$ cat config.mk
export PLATFORM = sky130hd
export DESIGN_NAME = i2c_master_register_access
export DESIGN_NICKNAME = d
export VERILOG_FILES = /design/src/rtl/i2cm_pkg.sv /design/src/rtl/i2cm_csr.sv /design/src/rtl/i2cm_seq.sv /design/src/rtl/i2c_master_register_access.sv
export VERILOG_INCLUDE_DIRS = /design/src /design/src/rtl
export SDC_FILE = /design/constraint.sdc
export NUM_CORES = 1
export LEC_CHECK = 0
export BUFFER_PORTS_ARGS = -buffer_cell sky130_fd_sc_hd__buf_2
export CAP_MARGIN = 10
export CORE_ASPECT_RATIO = 1.5
export CORE_MARGIN = 1
export CORE_UTILIZATION = 55
export DETAILED_ROUTE_END_ITERATION = 8
export PLACE_DENSITY_LB_ADDON = 0.1
export SLEW_MARGIN = 40
export SYNTH_ARGS = -nofsm -noshare
export SYNTH_HDL_FRONTEND = slang
export SYNTH_SLANG_ARGS = --single-unit
$ cat constraint.sdc
create_clock -name clock -period 4.24 [get_ports clock]
set_input_delay 0.212 -clock clock [delete_from_list [all_inputs] [get_ports clock]]
set_output_delay 0.212 -clock clock [all_outputs]
set_load 0.01 [all_outputs]
$ cat src/rtl/i2c_master_register_access_assert.svh
// Assertion helpers for the RTL. Each macro expects signals named clock
// and reset in the scope where it is used.
`ifndef I2C_MASTER_REGISTER_ACCESS_ASSERT_SVH
`define I2C_MASTER_REGISTER_ACCESS_ASSERT_SVH

// The consequent must hold in the same cycle as the antecedent.
`define I2CM_ASSERT_IMPL(lbl, ante, cons) \
   lbl: assert property (@(posedge clock) disable iff (reset) (ante) |-> (cons)) \
      else $error("i2cm assertion failed");

// The consequent must hold in the cycle after the antecedent.
`define I2CM_ASSERT_NEXT(lbl, ante, cons) \
   lbl: assert property (@(posedge clock) disable iff (reset) (ante) |=> (cons)) \
      else $error("i2cm assertion failed");

`endif

$ cat src/rtl/i2cm_pkg.sv
`timescale 1ns / 1ps

package i2cm_pkg;

   // Actions carried on the request word.
   localparam logic [1:0] ACT_TICK  = 2'd0;
   localparam logic [1:0] ACT_READ  = 2'd1;
   localparam logic [1:0] ACT_WRITE = 2'd2;

   // Configuration register indexes.
   localparam logic [1:0] CSR_DEVICE_ADDRESS = 2'd0;
   localparam logic [1:0] CSR_STRETCH_ENABLE = 2'd1;
   localparam logic [1:0] CSR_HALF_PERIOD    = 2'd2;

   localparam logic [7:0] HALF_PERIOD_RESET = 8'd4;
   localparam logic       RW_READ           = 1'b1;
   localparam logic       RW_WRITE          = 1'b0;

   typedef struct packed {
      logic [6:0] device_address;
      logic       stretch_enable;
      logic [7:0] half_period_ticks;
   } cfg_type;

   typedef struct packed {
      logic [1:0] action;
      logic [7:0] reg_index;
      logic [7:0] write_value;
      logic       scl_sense;
      logic       sda_sense;
   } req_type;

   typedef struct packed {
      logic       scl_pull_low;
      logic       sda_pull_low;
      logic       busy_res;
      logic       done_res;
      logic [7:0] read_value;
      logic       all_acked;
   } rsp_type;

   // Byte shifted out for a given byte slot of the transaction.
   function automatic logic [7:0] byte_to_send(input logic [1:0] step,
                                               input logic       wr,
                                               input logic [6:0] addr,
                                               input logic [7:0] reg_v,
                                               input logic [7:0] val);
      logic [7:0] result;
      case (step)
         2'd0:    result = {addr, RW_WRITE};
         2'd1:    result = reg_v;
         2'd2:    result = wr ? val : {addr, RW_READ};
         default: result = 8'd0;
      endcase
      return result;
   endfunction

endpackage

$ cat src/rtl/i2cm_csr.sv
`timescale 1ns / 1ps

module i2cm_csr (
   input  logic              clock,
   input  logic              reset,
   input  logic              csr_valid,
   output logic              csr_ready,
   input  logic [1:0]        csr_index,
   input  logic [7:0]        csr_data,
   output i2cm_pkg::cfg_type cfg
);
   import i2cm_pkg::*;

   cfg_type cfg_ff;
   cfg_type cfg_in;

   assign csr_ready = 1'b1;
   assign cfg       = cfg_ff;

   always_comb begin
      cfg_in = cfg_ff;
      if (csr_valid) begin
         unique case (csr_index)
            CSR_DEVICE_ADDRESS: cfg_in.device_address    = csr_data[6:0];
            CSR_STRETCH_ENABLE: cfg_in.stretch_enable    = csr_data[0];
            CSR_HALF_PERIOD:    cfg_in.half_period_ticks = csr_data;
            default: ;
         endcase
      end
   end

   always_ff @(posedge clock) begin
      if (reset) begin
         cfg_ff.device_address    <= 7'd0;
         cfg_ff.stretch_enable    <= 1'b0;
         cfg_ff.half_period_ticks <= HALF_PERIOD_RESET;
      end else begin
         cfg_ff <= cfg_in;
      end
   end

endmodule

$ cat src/rtl/i2cm_seq.sv
`timescale 1ns / 1ps

module i2cm_seq (
   input  logic              clock,
   input  logic              reset,
   input  logic              step,
   input  i2cm_pkg::req_type req,
   input  i2cm_pkg::cfg_type cfg,
   output i2cm_pkg::rsp_type rsp
);
   import i2cm_pkg::*;
   `include "i2c_master_register_access_assert.svh"

   localparam logic [3:0] PH_IDLE   = 4'd0;
   localparam logic [3:0] PH_ST_A   = 4'd1;
   localparam logic [3:0] PH_ST_B   = 4'd2;
   localparam logic [3:0] PH_ST_C   = 4'd3;
   localparam logic [3:0] PH_BIT_LO = 4'd4;
   localparam logic [3:0] PH_BIT_HI = 4'd5;
   localparam logic [3:0] PH_RS_A   = 4'd6;
   localparam logic [3:0] PH_SP_A   = 4'd7;
   localparam logic [3:0] PH_SP_B   = 4'd8;
   localparam logic [3:0] PH_SP_C   = 4'd9;

   logic [3:0] phase_ff, phase_in;
   logic [3:0] bit_count_ff, bit_count_in;
   logic [7:0] shift_ff, shift_in;
   logic [7:0] tick_timer_ff, tick_timer_in;
   logic [1:0] byte_step_ff, byte_step_in;
   logic       is_write_ff, is_write_in;
   logic       ack_ff, ack_in;
   logic [7:0] read_byte_ff, read_byte_in;
   logic [7:0] saved_reg_ff, saved_reg_in;
   logic [7:0] saved_value_ff, saved_value_in;

   logic [7:0] limit;
   logic [7:0] timer_inc;
   logic [1:0] step_inc;
   logic [1:0] load_step;
   logic       load;
   logic       hold;
   logic       receiving_now;
   logic       receiving_next;
   logic       done;
   logic       scl_low;
   logic       sda_low;

   // A zero half period behaves as a single tick.
   assign limit         = (cfg.half_period_ticks == 8'd0) ? 8'd1 : cfg.half_period_ticks;
   assign timer_inc     = tick_timer_ff + 8'd1;
   assign step_inc      = byte_step_ff + 2'd1;
   assign receiving_now = !is_write_ff && (byte_step_ff == 2'd3);
   assign hold          = (phase_ff == PH_BIT_HI) && cfg.stretch_enable && !req.scl_sense;

   always_comb begin
      phase_in       = phase_ff;
      bit_count_in   = bit_count_ff;
      shift_in       = shift_ff;
      tick_timer_in  = tick_timer_ff;
      byte_step_in   = byte_step_ff;
      is_write_in    = is_write_ff;
      ack_in         = ack_ff;
      read_byte_in   = read_byte_ff;
      saved_reg_in   = saved_reg_ff;
      saved_value_in = saved_value_ff;
      load           = 1'b0;
      load_step      = byte_step_ff;
      done           = 1'b0;

      if (step) begin
         if (phase_ff == PH_IDLE) begin
            if (req.action == ACT_READ || req.action == ACT_WRITE) begin
               is_write_in    = (req.action == ACT_WRITE);
               saved_reg_in   = req.reg_index;
               saved_value_in = req.write_value;
               byte_step_in   = 2'd0;
               bit_count_in   = 4'd0;
               ack_in         = 1'b1;
               tick_timer_in  = 8'd0;
               phase_in       = PH_ST_A;
            end
         end else if (!hold) begin
            if (timer_inc >= limit) begin
               tick_timer_in = 8'd0;
               unique case (phase_ff)
                  PH_ST_A:   phase_in = PH_ST_B;
                  PH_ST_B:   phase_in = PH_ST_C;
                  PH_ST_C:   load = 1'b1;
                  PH_BIT_LO: phase_in = PH_BIT_HI;
                  PH_BIT_HI: begin
                     if (bit_count_ff < 4'd8) begin
                        // SDA is sampled on the last tick of the high half.
                        shift_in     = {shift_ff[6:0], receiving_now & req.sda_sense};
                        bit_count_in = bit_count_ff + 4'd1;
                        phase_in     = PH_BIT_LO;
                     end else if (receiving_now) begin
                        read_byte_in = shift_ff;
                        phase_in     = PH_SP_A;
                     end else begin
                        if (is_write_ff) begin
                           ack_in = ack_ff & ~req.sda_sense;
                        end
                        byte_step_in = step_inc;
                        if (is_write_ff && step_inc == 2'd3) begin
                           phase_in = PH_SP_A;
                        end else if (!is_write_ff && step_inc == 2'd2) begin
                           phase_in = PH_RS_A;
                        end else begin
                           load      = 1'b1;
                           load_step = step_inc;
                        end
                     end
                  end
                  PH_RS_A:   phase_in = PH_ST_A;
                  PH_SP_A:   phase_in = PH_SP_B;
                  PH_SP_B:   phase_in = PH_SP_C;
                  default: begin
                     phase_in = PH_IDLE;
                     done     = 1'b1;
                  end
               endcase
            end else begin
               tick_timer_in = timer_inc;
            end
         end
      end

      if (load) begin
         shift_in     = byte_to_send(load_step, is_write_ff, cfg.device_address,
                                     saved_reg_ff, saved_value_ff);
         bit_count_in = 4'd0;
         phase_in     = PH_BIT_LO;
      end
   end

   // Line levels follow the segment the sequencer is in after this tick.
   assign receiving_next = !is_write_in && (byte_step_in == 2'd3);

   always_comb begin
      scl_low = 1'b0;
      sda_low = 1'b0;
      unique case (phase_in) inside
         PH_ST_B, PH_SP_B:  sda_low = 1'b1;
         PH_ST_C, PH_SP_A: begin
            scl_low = 1'b1;
            sda_low = 1'b1;
         end
         PH_RS_A:           scl_low = 1'b1;
         PH_BIT_LO, PH_BIT_HI: begin
            scl_low = (phase_in == PH_BIT_LO);
            if (bit_count_in < 4'd8 && !receiving_next) begin
               sda_low = ~shift_in[7];
            end
         end
         default: ;
      endcase
   end

   assign rsp.scl_pull_low = scl_low;
   assign rsp.sda_pull_low = sda_low;
   assign rsp.busy_res     = (phase_in != PH_IDLE);
   assign rsp.done_res     = done;
   assign rsp.read_value   = read_byte_in;
   assign rsp.all_acked    = ack_in;

   always_ff @(posedge clock) begin
      if (reset) begin
         phase_ff       <= PH_IDLE;
         bit_count_ff   <= 4'd0;
         shift_ff       <= 8'd0;
         tick_timer_ff  <= 8'd0;
         byte_step_ff   <= 2'd0;
         is_write_ff    <= 1'b0;
         ack_ff         <= 1'b1;
         read_byte_ff   <= 8'd0;
         saved_reg_ff   <= 8'd0;
         saved_value_ff <= 8'd0;
      end else begin
         phase_ff       <= phase_in;
         bit_count_ff   <= bit_count_in;
         shift_ff       <= shift_in;
         tick_timer_ff  <= tick_timer_in;
         byte_step_ff   <= byte_step_in;
         is_write_ff    <= is_write_in;
         ack_ff         <= ack_in;
         read_byte_ff   <= read_byte_in;
         saved_reg_ff   <= saved_reg_in;
         saved_value_ff <= saved_value_in;
      end
   end

   `I2CM_ASSERT_IMPL(a_bit_count_range, 1'b1, bit_count_ff <= 4'd8)
   `I2CM_ASSERT_NEXT(a_done_to_idle, step && done, phase_ff == PH_IDLE)
   `I2CM_ASSERT_NEXT(a_start_clears_ack,
                     step && phase_ff == PH_IDLE && (req.action == ACT_READ || req.action == ACT_WRITE),
                     phase_ff == PH_ST_A && ack_ff && byte_step_ff == 2'd0)

endmodule

$ cat src/rtl/i2c_master_register_access.sv
`timescale 1ns / 1ps

// Register-access I2C master driven one tick per request word. Every accepted
// request word advances the bus sequencer by one tick and yields exactly one
// response word, so the block takes a word every cycle; each word goes through
// the request register, then the response register, and the only stall is
// back-pressure on the response side. Bus timing is counted in ticks: each SCL
// level lasts half_period_ticks words (one word when that is zero), longer
// while clock stretching is enabled and the slave holds SCL low. Action 1 runs
// a register read, action 2 a register write; actions sent while busy are
// ignored. Configuration is written through the csr_ port and should only
// change while no transaction is running.
module i2c_master_register_access (
   input  logic        clock,
   input  logic        reset,
   input  logic        req_tvalid,
   output logic        req_tready,
   // [7:0] reg_index, [15:8] write_value, [16] scl_sense, [17] sda_sense
   input  logic [23:0] req_tdata,
   // [1:0] action
   input  logic [1:0]  req_tuser,
   output logic        rsp_tvalid,
   input  logic        rsp_tready,
   // [0] scl_pull_low, [1] sda_pull_low, [2] busy_res, [3] done_res,
   // [11:4] read_value, [12] all_acked
   output logic [15:0] rsp_tdata,
   input  logic        csr_valid,
   output logic        csr_ready,
   input  logic [1:0]  csr_index,
   input  logic [7:0]  csr_data
);
   import i2cm_pkg::*;

   cfg_type cfg;
   req_type req_word;
   req_type req_ff;
   rsp_type rsp_word;
   rsp_type rsp_ff;
   logic    req_valid_ff, req_valid_in;
   logic    rsp_valid_ff, rsp_valid_in;
   logic    out_free;
   logic    step;

   assign req_word.action      = req_tuser;
   assign req_word.reg_index   = req_tdata[7:0];
   assign req_word.write_value = req_tdata[15:8];
   assign req_word.scl_sense   = req_tdata[16];
   assign req_word.sda_sense   = req_tdata[17];

   assign out_free   = !rsp_valid_ff || rsp_tready;
   assign step       = req_valid_ff && out_free;
   assign req_tready = !req_valid_ff || step;

   always_comb begin
      req_valid_in = req_valid_ff;
      if (req_tvalid && req_tready) begin
         req_valid_in = 1'b1;
      end else if (step) begin
         req_valid_in = 1'b0;
      end
      rsp_valid_in = rsp_valid_ff;
      if (step) begin
         rsp_valid_in = 1'b1;
      end else if (rsp_tready) begin
         rsp_valid_in = 1'b0;
      end
   end

   always_ff @(posedge clock) begin
      if (reset) begin
         req_valid_ff <= 1'b0;
         rsp_valid_ff <= 1'b0;
      end else begin
         req_valid_ff <= req_valid_in;
         rsp_valid_ff <= rsp_valid_in;
      end
   end

   always_ff @(posedge clock) begin
      if (req_tvalid && req_tready) begin
         req_ff <= req_word;
      end
      if (step) begin
         rsp_ff <= rsp_word;
      end
   end

   i2cm_csr u_csr (
      .clock     (clock),
      .reset     (reset),
      .csr_valid (csr_valid),
      .csr_ready (csr_ready),
      .csr_index (csr_index),
      .csr_data  (csr_data),
      .cfg       (cfg)
   );

   i2cm_seq u_seq (
      .clock (clock),
      .reset (reset),
      .step  (step),
      .req   (req_ff),
      .cfg   (cfg),
      .rsp   (rsp_word)
   );

   assign rsp_tvalid = rsp_valid_ff;
   assign rsp_tdata  = {3'b000, rsp_ff.all_acked, rsp_ff.read_value, rsp_ff.done_res,
                        rsp_ff.busy_res, rsp_ff.sda_pull_low, rsp_ff.scl_pull_low};

endmodule

-- Word level (Yosys, flattened, before mapping)
Index checks and enable logic that the tools add are counted.
- bits in registers: 103
- latch bits: 0
- RAM bits: 0
- ROM bits: 0
- logic and storage cells: 193
- memories kept: 0
- add/subtract/negate cells: 3
- multipliers: 0
- div/mod/pow operators: 0
- order comparisons: 3
- equality and inequality tests: 29
- shifts and indexed selects: 0
- muxes and demuxes: 86
- bitwise logic cells: 5
- reductions and logical operators: 40
- operators by type and width (kind ; count):
    8-bit two-way mux ; 20
    4-bit two-way mux ; 18
    2-bit two-way mux ; 17
    4-bit by 3-bit == test with 1-bit output, second input constant ; 8
    4-bit one-hot mux with 8 select lines ; 1
    1-bit two-way mux ; 26
    8-bit one-hot mux with 3 select lines ; 1
    4-bit by 2-bit == test with 1-bit output, second input constant ; 4
    2-bit == test, second input constant ; 7
    2-bit nonzero test ; 6
    1-bit logical AND ; 9
    8-bit by 1-bit adder with 8-bit output, second input constant ; 1
    4-bit == test, second input constant ; 2
    8-bit >= comparator ; 1
    8-bit zero test ; 1
    4-bit less-than comparator, second input constant ; 2
    8-bit OR reduction ; 1
    2-bit by 1-bit == test with 1-bit output, second input constant ; 3
    1-bit zero test ; 6
    1-bit one-hot mux with 2 select lines ; 3
    2-bit AND reduction ; 3
    3-bit AND reduction ; 2
    6-bit AND reduction ; 1
    3-bit OR reduction ; 2
    13 further kinds ; 21

-- Longest topological paths before layout
- word-level depth: 18
- depth in mapped cells: 13
- depth with buffers taken out: 12

-- Cells and area by module
From an unflattened synthesis, not the netlist that was laid out.
- cells, all modules: 479
- area total of the unflattened synthesis: 4893.4 um^2
- by module, submodules not included (module ; instances ; cells each ; area each (um^2) ; seq. area each (um^2)):
    i2cm_seq ; 1 ; 366 ; 3079.2 ; 1041.0
    i2c_master_register_access ; 1 ; 47 ; 1121.1 ; 1031.0
    i2cm_csr ; 1 ; 66 ; 693.2 ; 320.3

-- Least setup slack after synthesis
Ideal clock, no wire load.
- kind: reg-to-reg
- start point: register u_seq.tick_timer_ff[2]
- end point: register rsp_ff, in the netlist rsp_tdata[1], data pin
- data arrival time: 3.099 ns
- required time: 4.075 ns
- setup slack: 0.976 ns
- cell stages (with the launch flop): 13
- path through: dfxtp_1 > and3_1 > and3_1 > nand3_1 > xnor2_1 > ha_1 > a21oi_1 > o21ai_1 > o21ai_0 > o211ai_4 > mux2_1 > a221o_1 > o31ai_2
- RTL lines (item ; RTL line ; text):
    start: declaration ; i2cm_seq.sv:28 ; logic [7:0] tick_timer_ff, tick_timer_in;
    start signal: assignment ; i2cm_seq.sv:182 ; tick_timer_ff <= tick_timer_in;
    end signal: assignment ; i2c_master_register_access.sv:84 ; rsp_ff <= rsp_word;
    end: declaration ; i2c_master_register_access.sv:38 ; rsp_type rsp_ff;

==> flow_metrics.py <==
metrics = {
    "final_layout": {
        "fill_cells": 708,
        "fin_nets": 580,
        "antenna_cells": 0,
        "syn_to_final_growth_pct": 13.3,
        "final_area_um2": 5300,
        "multi_input_area_um2": 2110,
        "seq_area_um2": 2390,
        "drive_gt1_share_pct": 18.1,
    },
    "logic_synthesis": {
        "ys.warnings.count": 0,
        "yosysTopAreaCellShare_pct": 30.0,
        "synth_most_common_cell": "dfxtp_1",
        "synthArstFlopShare_pct": 0,
        "synth_ff_type": "dfxtp_1",
        "synth_area_leaders": "dfxtp_1 30%, edfxtp_1 21%, nor2_1 5.4%, a21oi_1 4.3%, nand2_1 4.1%",
        "synth_cells": 480,
        "yosys.area.top_type": "dfxtp_1",
        "synth_seq_area_share_pct": 51.2,
        "synth_area_um2": 4670,
        "synth.distinct_cells": 59,
        "netlist_top_cells_count": "70 x dfxtp_1, 67 x nor2_1, 51 x nand2_1",
        "synth-seq-cells": 103,
        "synth_area_per_cell_um2": 9.74,
        "synth_edf_count": 33,
    },
    "global_route": {
        "grt-ovfl-total": 0,
        "antenna_found_initial": 0,
        "grt_max_degree": 65,
        "grt_pass1_vias": 3390,
        "grt.total_usage_pct": 23.1,
        "grt_pass1_wl_mm": 15.7,
    },
    "sta": {
        "final.setup.worst_slack_ns": 0.507,
        "finalCritPeriodShare_pct": 88.0,
        "rsz0062_at_grt": "false",
        "drv_slew": 0,
        "finalSetupViolations": 0,
        "relSlewSlack_pct": 47.9,
        "holdWs_ns": 0.0308,
        "tightest_slew_ns": 0.782,
        "finalHoldViolations": 0,
        "fmax_mhz": 268,
        "skew_ns": 0.00636,
        "period_needed_ns": 3.73,
        "fin_tns_setup_ns": 0,
    },
    "clock_tree": {
        "clock-root-buffer": "clkbuf_16",
        "post-cts-setup-buffers": 0,
        "cts_buffer_depth": 2,
        "cts_htree_levels": 3,
        "cts-resized-gates": 0,
        "clk_latency_ns": 0.35,
        "numCtsBuffers": 9,
        "numClockSinks": 103,
        "cts.clk_slew.worst_paths_ns": 0.07,
        "holdBufCountCts": 0,
        "tritoncts": "yes",
    },
    "setup_path": {
        "cp-end-kind": "register",
        "cp_max_fo": 7,
        "reg2reg_depth": 12,
        "cp.required_ns": 4.43,
        "startpoint_type": "register",
        "regToRegSetupSlack_ns": 0.51,
        "crit_type": "register to register",
        "arrival_ns": 3.92,
    },
    "placement": {
        "dpl_cell_area_um2": 4990,
        "place.gp.congestion": 0.900,
        "dp_hpwl_mm": 6.94,
        "io_buffers": 49,
        "post-place-ws_ns": 0.556,
    },
    "die": {
        "coreArea_um2": 8110,
        "rows": 40,
        "initial_core_util_pct": 57.7,
        "chipWidth_um": 77.3,
        "io_pins": 60,
        "die_h_um": 115,
        "dieArea_um2": 8880,
    },
    "power_and_ir_drop": {
        "switching_share_pct": 22.2,
        "p_int_uw": 1570,
        "combPwrFrac_pct": 5.8,
        "seq_power_share_pct": 52.6,
        "vdd_ir_drop_max_v": 0.000313,
        "switchingPower_uw": 449,
        "total_power_uw": 2020,
        "p_clk_share_pct": 41.5,
        "power_density_nw_per_um2": 381,
        "power.leakage_uw": 0.00212,
    },
    "route": {
        "wl_per_cell_um": 15.5,
        "drc": 0,
        "dr.pass1.iters": 4,
        "routed_via_density": 5.70,
        "ant_nets": 0,
        "vias": 3622,
        "drt-initial-drc-count": 227,
        "wirelength_mm": 9.81,
    },
    "status": {
        "status": "finished clean",
    },
    "run": {
        "maxCapViolations": 0,
    },
    "hold_path": {
        "hp-class": "primary input to register",
        "hold_depth": 1,
    },
}
[kinds of logic after synthesis]
family                   Yosys count  share of synthesized area, %
adder cells (fa/ha/maj)           14                          3.75
AO/OA/AOI/OAI                     93                          13.3
other                              2                         0.161
AND/OR/NAND/NOR                  188                          18.8
buffers and inverters             40                          4.07
multiplexers                      31                          7.04
XOR/XNOR                           9                          1.69
flip-flops                       103                          51.2
[worst paths after layout]
check / end / from
setup / recovery: rsp_tdata[1]$_DFFE_PP_ / u_seq.tick_timer_ff[2]$_SDFFE_PP0P_
hold / removal: req_ff[7]$_DFFE_PP_ / req_tdata[13]
setup reg to reg: rsp_tdata[1]$_DFFE_PP_ / u_seq.tick_timer_ff[2]$_SDFFE_PP0P_
hold reg to reg: u_seq.saved_value_ff[7]$_SDFFE_PP0P_ / u_seq.saved_value_ff[7]$_SDFFE_PP0P_
[power groups by stage]
| stage | Sequential (uW) | Combinational [uW] | Clock, uW |
|---|---|---|---|
| 3_5_place_dp | 1080 | 118 | 0 |
| 2_1_floorplan | 1080 | 73.1 | 0 |
| 5_1_grt | 1070 | 130 | 884 |
| 4_1_cts | 1060 | 119 | 856 |
| 3_3_place_gp | 1080 | 115 | 0 |
| 6_report | 1060 | 118 | 839 |
[layout by cell type (no fill, tap or decap), types with 9 or more instances in the layout]
cell / n
dfxtp_1: 70
nor2_1: 67
ha_1: 14
clkbuf_16: 9
o21ai_0: 10
mux2i_1: 16
a21oi_1: 40
inv_1: 16
buf_2: 48
mux2_2: 14
edfxtp_1: 33
nor2b_1: 14
nand2_1: 51
nor3_1: 13
[cell type report]
class | count | share of cell area [%]
well taps | 105 | 2.48
repair buffers | 56 | 5.67
clock inverters | 5 | 1.18
clock buffers | 11 | 4.58
inverters | 16 | 1.13
flip-flops and latches | 103 | 45.2
multi-input cells | 339 | 39.8
[worst max-delay path, cell delays in order (launching register included)]
cell,delay [ns]
dfxtp_1,0.41
and3_1,0.25
and3_1,0.26
nand3_1,0.11
xnor2_1,0.21
ha_1,0.29
a21oi_1,0.19
o21ai_1,0.21
o21ai_0,0.44
o211ai_4,0.21
mux2_1,0.38
a221o_1,0.38
o31ai_2,0.24
[flip-flops by register name, indices dropped and copies added (netlist names)]
signal and count:
u_csr.cfg 16, u_seq.saved_value_ff 8, u_seq.bit_count_ff 4, u_seq.is_write_ff 1, u_seq.ack_ff 1, rsp_tvalid 1, u_seq.saved_reg_ff 8, req_ff 20
rsp_tdata 13, u_seq.tick_timer_ff 8, u_seq.byte_step_ff 2, req_valid_ff 1, u_seq.shift_ff 8, u_seq.phase_ff 4, u_seq.read_byte_ff 8
[per-stage QoR]
| stage | cells | util (%) |
|---|---|---|
| after floorplan | 482 | - |
| after global placement | 619 | 61.5 |
| after detailed placement | 619 | 61.5 |
| after CTS | 635 | 65.3 |
| after global routing | 635 | 65.3 |
| final | 635 | 65.3 |
[per-layer routing]
layer / track usage, % / up-vias / routed length [um]
li1: - / 1794 / -
met1: 24.5 / 1718 / 3980
met2: 42.5 / 83 / 5110
met3: 2.78 / 27 / 300
met4: 15.8 / 0 / 423
met5: 0 / - / 0
(Power assumes the default switching activity.)
